File: src/sv/utf8v_pkg.sv
// shared types, codes and constants for the utf-8 stream validator
// no dependencies; imported by every module of the block
package utf8v_pkg;

  localparam int COUNT_WIDTH_DEF = 32;
  localparam int LEN_W           = 32;
  localparam int CP_W            = 21;
  localparam int DATA_W          = 8;
  localparam int TDATA_OUT_W     = 40;

  typedef enum logic {
    KIND_DATA = 1'b0,
    KIND_END  = 1'b1
  } kind_t;

  typedef enum logic [1:0] {
    STATUS_PLAIN   = 2'd0,
    STATUS_BOM     = 2'd1,
    STATUS_INVALID = 2'd2
  } status_t;

  // byte-order mark match progress
  typedef enum logic [2:0] {
    MARK_NONE   = 3'd0,
    MARK_ONE    = 3'd1,
    MARK_TWO    = 3'd2,
    MARK_FULL   = 3'd3,
    MARK_FAILED = 3'd4
  } mark_t;

  typedef struct packed {
    logic [1:0]      pending;
    logic [1:0]      seq_len;
    logic [CP_W-1:0] cp;
    logic            err;
    mark_t           mark;
  } dec_state_t;

  localparam dec_state_t DEC_RESET = '{
    pending: 2'd0,
    seq_len: 2'd0,
    cp:      '0,
    err:     1'b0,
    mark:    MARK_NONE
  };

  typedef struct packed {
    status_t          status;
    logic             bom;
    logic [LEN_W-1:0] len;
  } result_t;

  localparam logic [7:0] ASCII_LIMIT = 8'h80;
  localparam logic [7:0] LEAD2_LO    = 8'hC2;
  localparam logic [7:0] LEAD2_HI    = 8'hDF;
  localparam logic [7:0] LEAD3_LO    = 8'hE0;
  localparam logic [7:0] LEAD3_HI    = 8'hEF;
  localparam logic [7:0] LEAD4_LO    = 8'hF0;
  localparam logic [7:0] LEAD4_HI    = 8'hF4;
  localparam logic [7:0] CONT_MASK   = 8'hC0;
  localparam logic [7:0] CONT_TAG    = 8'h80;
  localparam logic [7:0] BOM_BYTE0   = 8'hEF;
  localparam logic [7:0] BOM_BYTE1   = 8'hBB;
  localparam logic [7:0] BOM_BYTE2   = 8'hBF;
  localparam int         BOM_LEN     = 3;

  localparam logic [CP_W-1:0] CP_MIN2    = 21'h000080;
  localparam logic [CP_W-1:0] CP_MIN3    = 21'h000800;
  localparam logic [CP_W-1:0] CP_MIN4    = 21'h010000;
  localparam logic [CP_W-1:0] CP_MAX     = 21'h10FFFF;
  localparam logic [CP_W-1:0] SURR_LO    = 21'h00D800;
  localparam logic [CP_W-1:0] SURR_HI    = 21'h00DFFF;

endpackage

File: src/sv/utf8v_byte_check.sv
// next decoder state for one data byte: sequence checks and mark tracking
// depends on utf8v_pkg
module utf8v_byte_check (
  input  utf8v_pkg::dec_state_t cur,
  input  logic [7:0]            data_byte,
  output utf8v_pkg::dec_state_t nxt
);
  import utf8v_pkg::*;

  logic [CP_W-1:0] cp_new;
  logic [1:0]      pend_dec;
  logic            cp_bad;

  assign cp_new   = {cur.cp[CP_W-7:0], data_byte[5:0]};
  assign pend_dec = cur.pending - 2'd1;

  // overlong, surrogate or out-of-range code point once the sequence closes
  assign cp_bad = (cur.seq_len == 2'd1 && cp_new < CP_MIN2) ||
                  (cur.seq_len == 2'd2 && cp_new < CP_MIN3) ||
                  (cur.seq_len == 2'd3 && cp_new < CP_MIN4) ||
                  (cp_new > CP_MAX) ||
                  (cp_new >= SURR_LO && cp_new <= SURR_HI);

  always_comb begin
    nxt = cur;
    if (!cur.err) begin
      if (cur.pending != 2'd0) begin
        if ((data_byte & CONT_MASK) != CONT_TAG) begin
          nxt.err     = 1'b1;
          nxt.pending = 2'd0;
        end else begin
          nxt.cp      = cp_new;
          nxt.pending = pend_dec;
          if (pend_dec == 2'd0 && cp_bad) begin
            nxt.err = 1'b1;
          end
        end
      end else if (data_byte < ASCII_LIMIT) begin
        if (data_byte == 8'h00) begin
          nxt.err = 1'b1;
        end
      end else if (data_byte >= LEAD2_LO && data_byte <= LEAD2_HI) begin
        nxt.seq_len = 2'd1;
        nxt.pending = 2'd1;
        nxt.cp      = {16'd0, data_byte[4:0]};
      end else if (data_byte >= LEAD3_LO && data_byte <= LEAD3_HI) begin
        nxt.seq_len = 2'd2;
        nxt.pending = 2'd2;
        nxt.cp      = {17'd0, data_byte[3:0]};
      end else if (data_byte >= LEAD4_LO && data_byte <= LEAD4_HI) begin
        nxt.seq_len = 2'd3;
        nxt.pending = 2'd3;
        nxt.cp      = {18'd0, data_byte[2:0]};
      end else begin
        nxt.err = 1'b1;
      end
    end

    case (cur.mark)
      MARK_NONE: nxt.mark = (data_byte == BOM_BYTE0) ? MARK_ONE  : MARK_FAILED;
      MARK_ONE:  nxt.mark = (data_byte == BOM_BYTE1) ? MARK_TWO  : MARK_FAILED;
      MARK_TWO:  nxt.mark = (data_byte == BOM_BYTE2) ? MARK_FULL : MARK_FAILED;
      default:   nxt.mark = cur.mark;
    endcase
  end

endmodule

File: src/sv/utf8v_out_reg.sv
// result register on the output stream, takes a new result while the old one leaves
// depends on utf8v_pkg
module utf8v_out_reg (
  input  logic               clk,
  input  logic               rst,
  input  logic               load,
  input  utf8v_pkg::result_t din,
  input  logic               tready,
  output logic               tvalid,
  output utf8v_pkg::result_t dout,
  output logic               free
);
  import utf8v_pkg::*;

  assign free = !tvalid || tready;

  always_ff @(posedge clk) begin
    if (rst) begin
      tvalid <= 1'b0;
    end else if (free) begin
      tvalid <= load;
    end
  end

  always_ff @(posedge clk) begin
    if (free && load) begin
      dout <= din;
    end
  end

endmodule

File: src/sv/utf8_stream_validator.sv
// utf-8 stream validator top level: input register, decoder state, result register
// depends on utf8v_pkg, utf8v_byte_check, utf8v_out_reg
// throughput: one transaction per cycle, data bytes and end items alike, while m_tready is high
// the verdict forms from the decoder state while the end item sits in the input register;
// it is loaded into the result register, setting m_tvalid, once that register has room
// reset: synchronous, clears the input and result valids, the decoder state and byte count
module utf8_stream_validator #(
  parameter int COUNT_WIDTH = utf8v_pkg::COUNT_WIDTH_DEF
) (
  input  logic        clk,
  input  logic        rst,
  input  logic        s_tvalid,
  output logic        s_tready,
  input  logic [7:0]  s_tdata,   // [7:0] data_byte
  input  logic        s_tuser,   // [0] kind: 0 data byte, 1 end of buffer
  output logic        m_tvalid,
  input  logic        m_tready,
  output logic [39:0] m_tdata    // [1:0] status, [2] bom_present, [34:3] stripped_length,
                                 // [39:35] zero
);
  import utf8v_pkg::*;

  // length arithmetic is done at least 33 bits wide so overflow past 32 bits is visible
  localparam int EXT_W = (COUNT_WIDTH > LEN_W) ? COUNT_WIDTH : LEN_W + 1;

  // input register
  logic       in_valid;
  kind_t      in_kind;
  logic [7:0] in_byte;
  logic       in_advance;

  // running decoder state
  dec_state_t             dec;
  dec_state_t             dec_next;
  logic [COUNT_WIDTH-1:0] count;
  logic [COUNT_WIDTH-1:0] count_next;

  // result path
  result_t                res;
  result_t                out_res;
  logic                   out_free;
  logic                   is_bom;
  logic [COUNT_WIDTH-1:0] diff;
  logic [EXT_W-1:0]       diff_ext;
  logic                   len_sat;

  // a data byte always advances; an end item waits for room in the result register
  assign in_advance = in_valid && (in_kind == KIND_DATA || out_free);
  assign s_tready   = !in_valid || in_advance;

  always_ff @(posedge clk) begin
    if (rst) begin
      in_valid <= 1'b0;
    end else if (s_tready) begin
      in_valid <= s_tvalid;
    end
  end

  always_ff @(posedge clk) begin
    if (s_tvalid && s_tready) begin
      in_kind <= kind_t'(s_tuser);
      in_byte <= s_tdata;
    end
  end

  utf8v_byte_check u_check (
    .cur       (dec),
    .data_byte (in_byte),
    .nxt       (dec_next)
  );

  // saturating byte count
  assign count_next = (&count) ? count : count + COUNT_WIDTH'(1);

  always_ff @(posedge clk) begin
    if (rst) begin
      dec   <= DEC_RESET;
      count <= '0;
    end else if (in_advance) begin
      if (in_kind == KIND_END) begin
        // end of buffer: everything starts over for the next buffer
        dec   <= DEC_RESET;
        count <= '0;
      end else begin
        dec   <= dec_next;
        count <= count_next;
      end
    end
  end

  // result from current state; mark present implies count is at least three
  assign is_bom   = (dec.mark == MARK_FULL);
  assign diff     = is_bom ? count - COUNT_WIDTH'(BOM_LEN) : count;
  assign diff_ext = EXT_W'(diff);
  assign len_sat  = (&count) || (|diff_ext[EXT_W-1:LEN_W]);

  always_comb begin
    res.bom = is_bom;
    res.len = len_sat ? {LEN_W{1'b1}} : diff_ext[LEN_W-1:0];
    if (dec.err || dec.pending != 2'd0) begin
      res.status = STATUS_INVALID;
    end else if (is_bom) begin
      res.status = STATUS_BOM;
    end else begin
      res.status = STATUS_PLAIN;
    end
  end

  utf8v_out_reg u_out (
    .clk    (clk),
    .rst    (rst),
    .load   (in_advance && in_kind == KIND_END),
    .din    (res),
    .tready (m_tready),
    .tvalid (m_tvalid),
    .dout   (out_res),
    .free   (out_free)
  );

  assign m_tdata = {5'd0, out_res.len, out_res.bom, out_res.status};

  // state is back at reset values after every end item
  a_end_clears: assert property (@(posedge clk) disable iff (rst)
    in_advance && in_kind == KIND_END |=> dec == DEC_RESET && count == '0)
    else $error("decoder state not cleared after end of buffer");

  // a result only appears after an end item went through
  a_result_source: assert property (@(posedge clk) disable iff (rst)
    $rose(m_tvalid) |-> $past(in_advance && in_kind == KIND_END))
    else $error("result appeared without an end item");

  // data bytes never produce a result
  a_data_no_load: assert property (@(posedge clk) disable iff (rst)
    in_advance && in_kind == KIND_DATA && out_free |=> !m_tvalid)
    else $error("result loaded by a data byte");

  // a detected mark never reports as plain valid
  a_bom_status: assert property (@(posedge clk) disable iff (rst)
    m_tvalid && out_res.bom |-> out_res.status != STATUS_PLAIN)
    else $error("mark present but status says no mark");

  // a valid status with mark must carry the mark flag
  a_status_bom: assert property (@(posedge clk) disable iff (rst)
    m_tvalid && out_res.status == STATUS_BOM |-> out_res.bom)
    else $error("status says mark but flag is clear");

endmodule
File: config.mk
export PLATFORM = sky130hd
export DESIGN_NAME = utf8_stream_validator
export DESIGN_NICKNAME = d
export VERILOG_FILES = /design/src/sv/utf8v_pkg.sv /design/src/sv/utf8v_byte_check.sv /design/src/sv/utf8v_out_reg.sv /design/src/sv/utf8_stream_validator.sv
export SDC_FILE = /design/constraint.sdc
export NUM_CORES = 1
export LEC_CHECK = 0
export ABC_CLOCK_PERIOD_IN_PS = 8500
export BUFFER_PORTS_ARGS = -buffer_cell sky130_fd_sc_hd__buf_4
export CORE_MARGIN = 5
export CORE_UTILIZATION = 45
export CTS_CLUSTER_SIZE = 12
export DETAILED_ROUTE_END_ITERATION = 16
export MAX_ROUTING_LAYER = met4
export PLACE_DENSITY_LB_ADDON = 0.3
export SYNTH_ARGS = -nofsm -noshare
export SYNTH_HDL_FRONTEND = slang
export SYNTH_SLANG_ARGS = --single-unit
File: constraint.sdc
create_clock -name clk -period 8.5 [get_ports clk]
set_input_delay 0.85 -clock clk [delete_from_list [all_inputs] [get_ports clk]]
set_output_delay 0.85 -clock clk [all_outputs]
set_load 0.01 [all_outputs]
==> results by group <==
Setup path
  • Crit. End Element: flop
  • Setup slack, reg-to-reg: 5410 ps
  • Crit Path Max Fanout: 13
  • RR Endpoint: dec[14]$_SDFFE_PP0P_
  • Crit path DAT: 3340 ps
  • CP Launch Type: flop
  • CP Class: flop to flop
  • Reg-to-Reg Start: in_byte[3]$_DFFE_PP_
  • Reg2reg path depth: 5
  • Critical Path RT: 8750 ps
  • Critical Path Source: in_byte[3]$_DFFE_PP_
  • Critical Path End: dec[14]$_SDFFE_PP0P_

Detailed routing
  • Drt wl/cell: 14.9 um
  • Vias per cell: 5.51
  • Met2 WL post-DR: 5.38 mm
  • Pre-antenna DRT Iters: 4
  • Met3 wire length: 405 um
  • ANT nets after route: 0
  • Metal1 wirelength: 4.77 mm
  • Via count: 3953
  • Top layer in use: met4
  • DRC viols: 0
  • DR iter-0 viols: 190
  • Drt total wl: 10.7 mm

Placement
  • Pre-CTS setup slack: 5330 ps
  • Port bufs: 49
  • Final Wtd Congestion: 0.868
  • Placed Area: 0.00554 mm^2
  • Hpwl dp: 7.74 mm

Global routing
  • Global-route wire length before repair: 17.7 mm
  • Gr usage total: 0.167
  • Grt ovf: 0
  • Pin count of the biggest net entering global routing: 37
  • Initial antenna violation count: 0
  • Vias in the first global route: 3687

STA
  • Final Hold Vio Count: 0
  • Max Clk Rate: 324 MHz
  • Slew margin rel.: 0.232
  • Slack of the critical path: 5410 ps
  • Tmin final: 3090 ps
  • Crit share post-route: 0.363
  • Final setup vio count: 0
  • Unrepaired setup endpoints after global routing: false
  • Slew @ Worst Pin: 1150 ps
  • Clock Skews: 5.50 ps
  • Max-slew violation count: 0
  • Setup_tns: 0 ps

Clocking
  • Worst-path clk slew: 60 ps
  • H-tree depth: 3
  • TritonCTS Buffers: 9
  • Clk_lat worst skew: 340 ps
  • Maximum clock path buffer count: 2
  • Post-CTS Hold Buffers: 0
  • Clock tree root driver cell: clkbuf_16
  • # clock sinks: 101
  • Post-CTS Setup Repair Bufs: 0
  • PostCTS Resize Cnt: 0
  • CTS tree: built

Worst hold path
  • Hold crit path type: flop to flop
  • Hold Crit Start: dec[17]$_SDFFE_PP0P_
  • Worst hold stages: 2

Cells and area
  • Area growth, synth to finish: 12.6%
  • Fin area: 0.00583 mm^2
  • Most frequent cells in the layout: 71 x nand2_1, 57 x dfxtp_1, 51 x buf_4
  • Share of layout cells above drive strength 1: 0.132
  • Util after Layout: 0.515
  • Nets: 586
  • # diodes: 0
  • Most common cell after layout, fill and taps aside: nand2_1

Outcome
  • Outcome: finished clean

Synthesis
  • Avg Synthesized Cell Area: 9.44 um^2
  • Synth area leader: edfxtp_1
  • Commonest register cell after synthesis: dfxtp_1
  • Ys Warns: 0
  • Register area share after synthesis: 0.476
  • Cell Area, Synth: 0.00517 mm^2
  • Number of synthesized register bits: 101
  • Post-synthesis cell type count: 59
  • Ys async rst share: 0
  • Synth Instances: 548
  • Post-synth top area share: 0.255
  • Largest cells by area after synthesis: edfxtp_1 26%, dfxtp_1 22%, nand2_1 5.1%
  • Post-synth EDFFs: 44

Run
  • Max-capacitance violation count: 0

Floorplanning
  • Num ports: 55
  • Initial Utilization: 0.457
  • Core area: 0.0113 mm^2
  • Row count: 39
  • DIE WIDTH: 117 um
  • Die area: 0.0137 mm^2
  • Die height: 117 um

Power and ir drop
  • P_leak: 0.00221 uW
  • Pwr Density: 168 mW/mm^2
  • Maximum vdd drop: 0.0000785 V
==> cell families after synthesis <==
group,share of synthesized area
AND/OR/NAND/NOR,0.260
buffers and inverters,0.0532
XOR/XNOR,0.0609
multiplexers,0.0348
adder cells (fa/ha/maj),0.00725
AO/OA/AOI/OAI,0.107
flip-flops,0.476
other,0.000725
==> state kept, by name, summed over array words and instances, names as in the netlist <==
| name | count |
|---|---|
| u_out.dout | 35 |
| count | 32 |
| dec | 23 |
| in_byte | 8 |
| in_kind | 1 |
| in_valid | 1 |
| u_out.tvalid | 1 |
==> critical path, cell delays in order, from the launching register on <==
cell	delay, ps
edfxtp_1	450
nor4_1	600
o31ai_1	210
nor3b_1	950
nor2_1	490
o31ai_1	300
==> per-layer routing <==
layer  vias up  GRT usage
li1       2030          -
met1      1835      0.201
met2        75      0.284
met3        13     0.0216
met4         0     0.0627
met5         -          -
==> Yosys cell counts, types with 2 or more instances <==
cell	instances
and4_1	6
and2_1	5
nor4_1	11
a211oi_1	2
nor3_1	13
or4b_1	2
o41ai_1	2
nand3_1	16
edfxtp_1	44
a2111oi_0	2
nor3b_1	7
a31oi_1	5
a21oi_1	23
nand4_1	13
nand3b_1	3
xnor2_1	14
buf_4	6
nor2_1	32
nand4b_1	2
nand2b_1	17
ha_1	3
o211ai_1	5
and3_1	5
and4_4	2
or4_1	16
nand2_1	71
a22o_1	2
xor2_1	22
and2_0	2
dfxtp_1	57
o21ai_0	27
mux2i_1	18
buf_2	16
inv_1	11
buf_6	3
o31ai_1	10
clkbuf_1	19
or3_1	10
nor2b_1	4
==> how the worst min path moves through the flow <==
stage                           endpoint  slack [ps]
CTS                 dec[16]$_SDFFE_PP0P_         470
finish              dec[17]$_SDFFE_PP0P_         470
detailed placement  dec[16]$_SDFFE_PP0P_         460
floorplan           dec[15]$_SDFFE_PP0P_         440
global route        dec[17]$_SDFFE_PP0P_         490
global placement    dec[15]$_SDFFE_PP0P_         450
==> layout make-up <==
cell class                      count  area, um^2
Sequential cell                   101        2460
Clock buffer                       12         246
Clock inverter                      4        47.5
Tap cell                          143         179
Timing Repair Buffer               51         383
Fill cell                        1059        5490
Multi-Input combinational cell    395        2470
Inverter                           12        45.0
==> power breakdown <==
part / switching, uW / internal, uW / leakage (uW)
clock network: 174 / 236 / 0.000143
logic: 31.0 / 18.6 / 0.00118
registers: 8.23 / 514 / 0.000889
==> per-stage QoR <==
stage | cells | hold slack (ps) | power (uW)
after floorplan | 552 | 436 | 564
after global placement | 702 | 448 | 581
after detailed placement | 702 | 458 | 583
after CTS | 718 | 467 | 990
after global routing | 718 | 493 | 1020
final | 718 | 465 | 981
No activity file was read; power rests on OpenSTA's default activity.
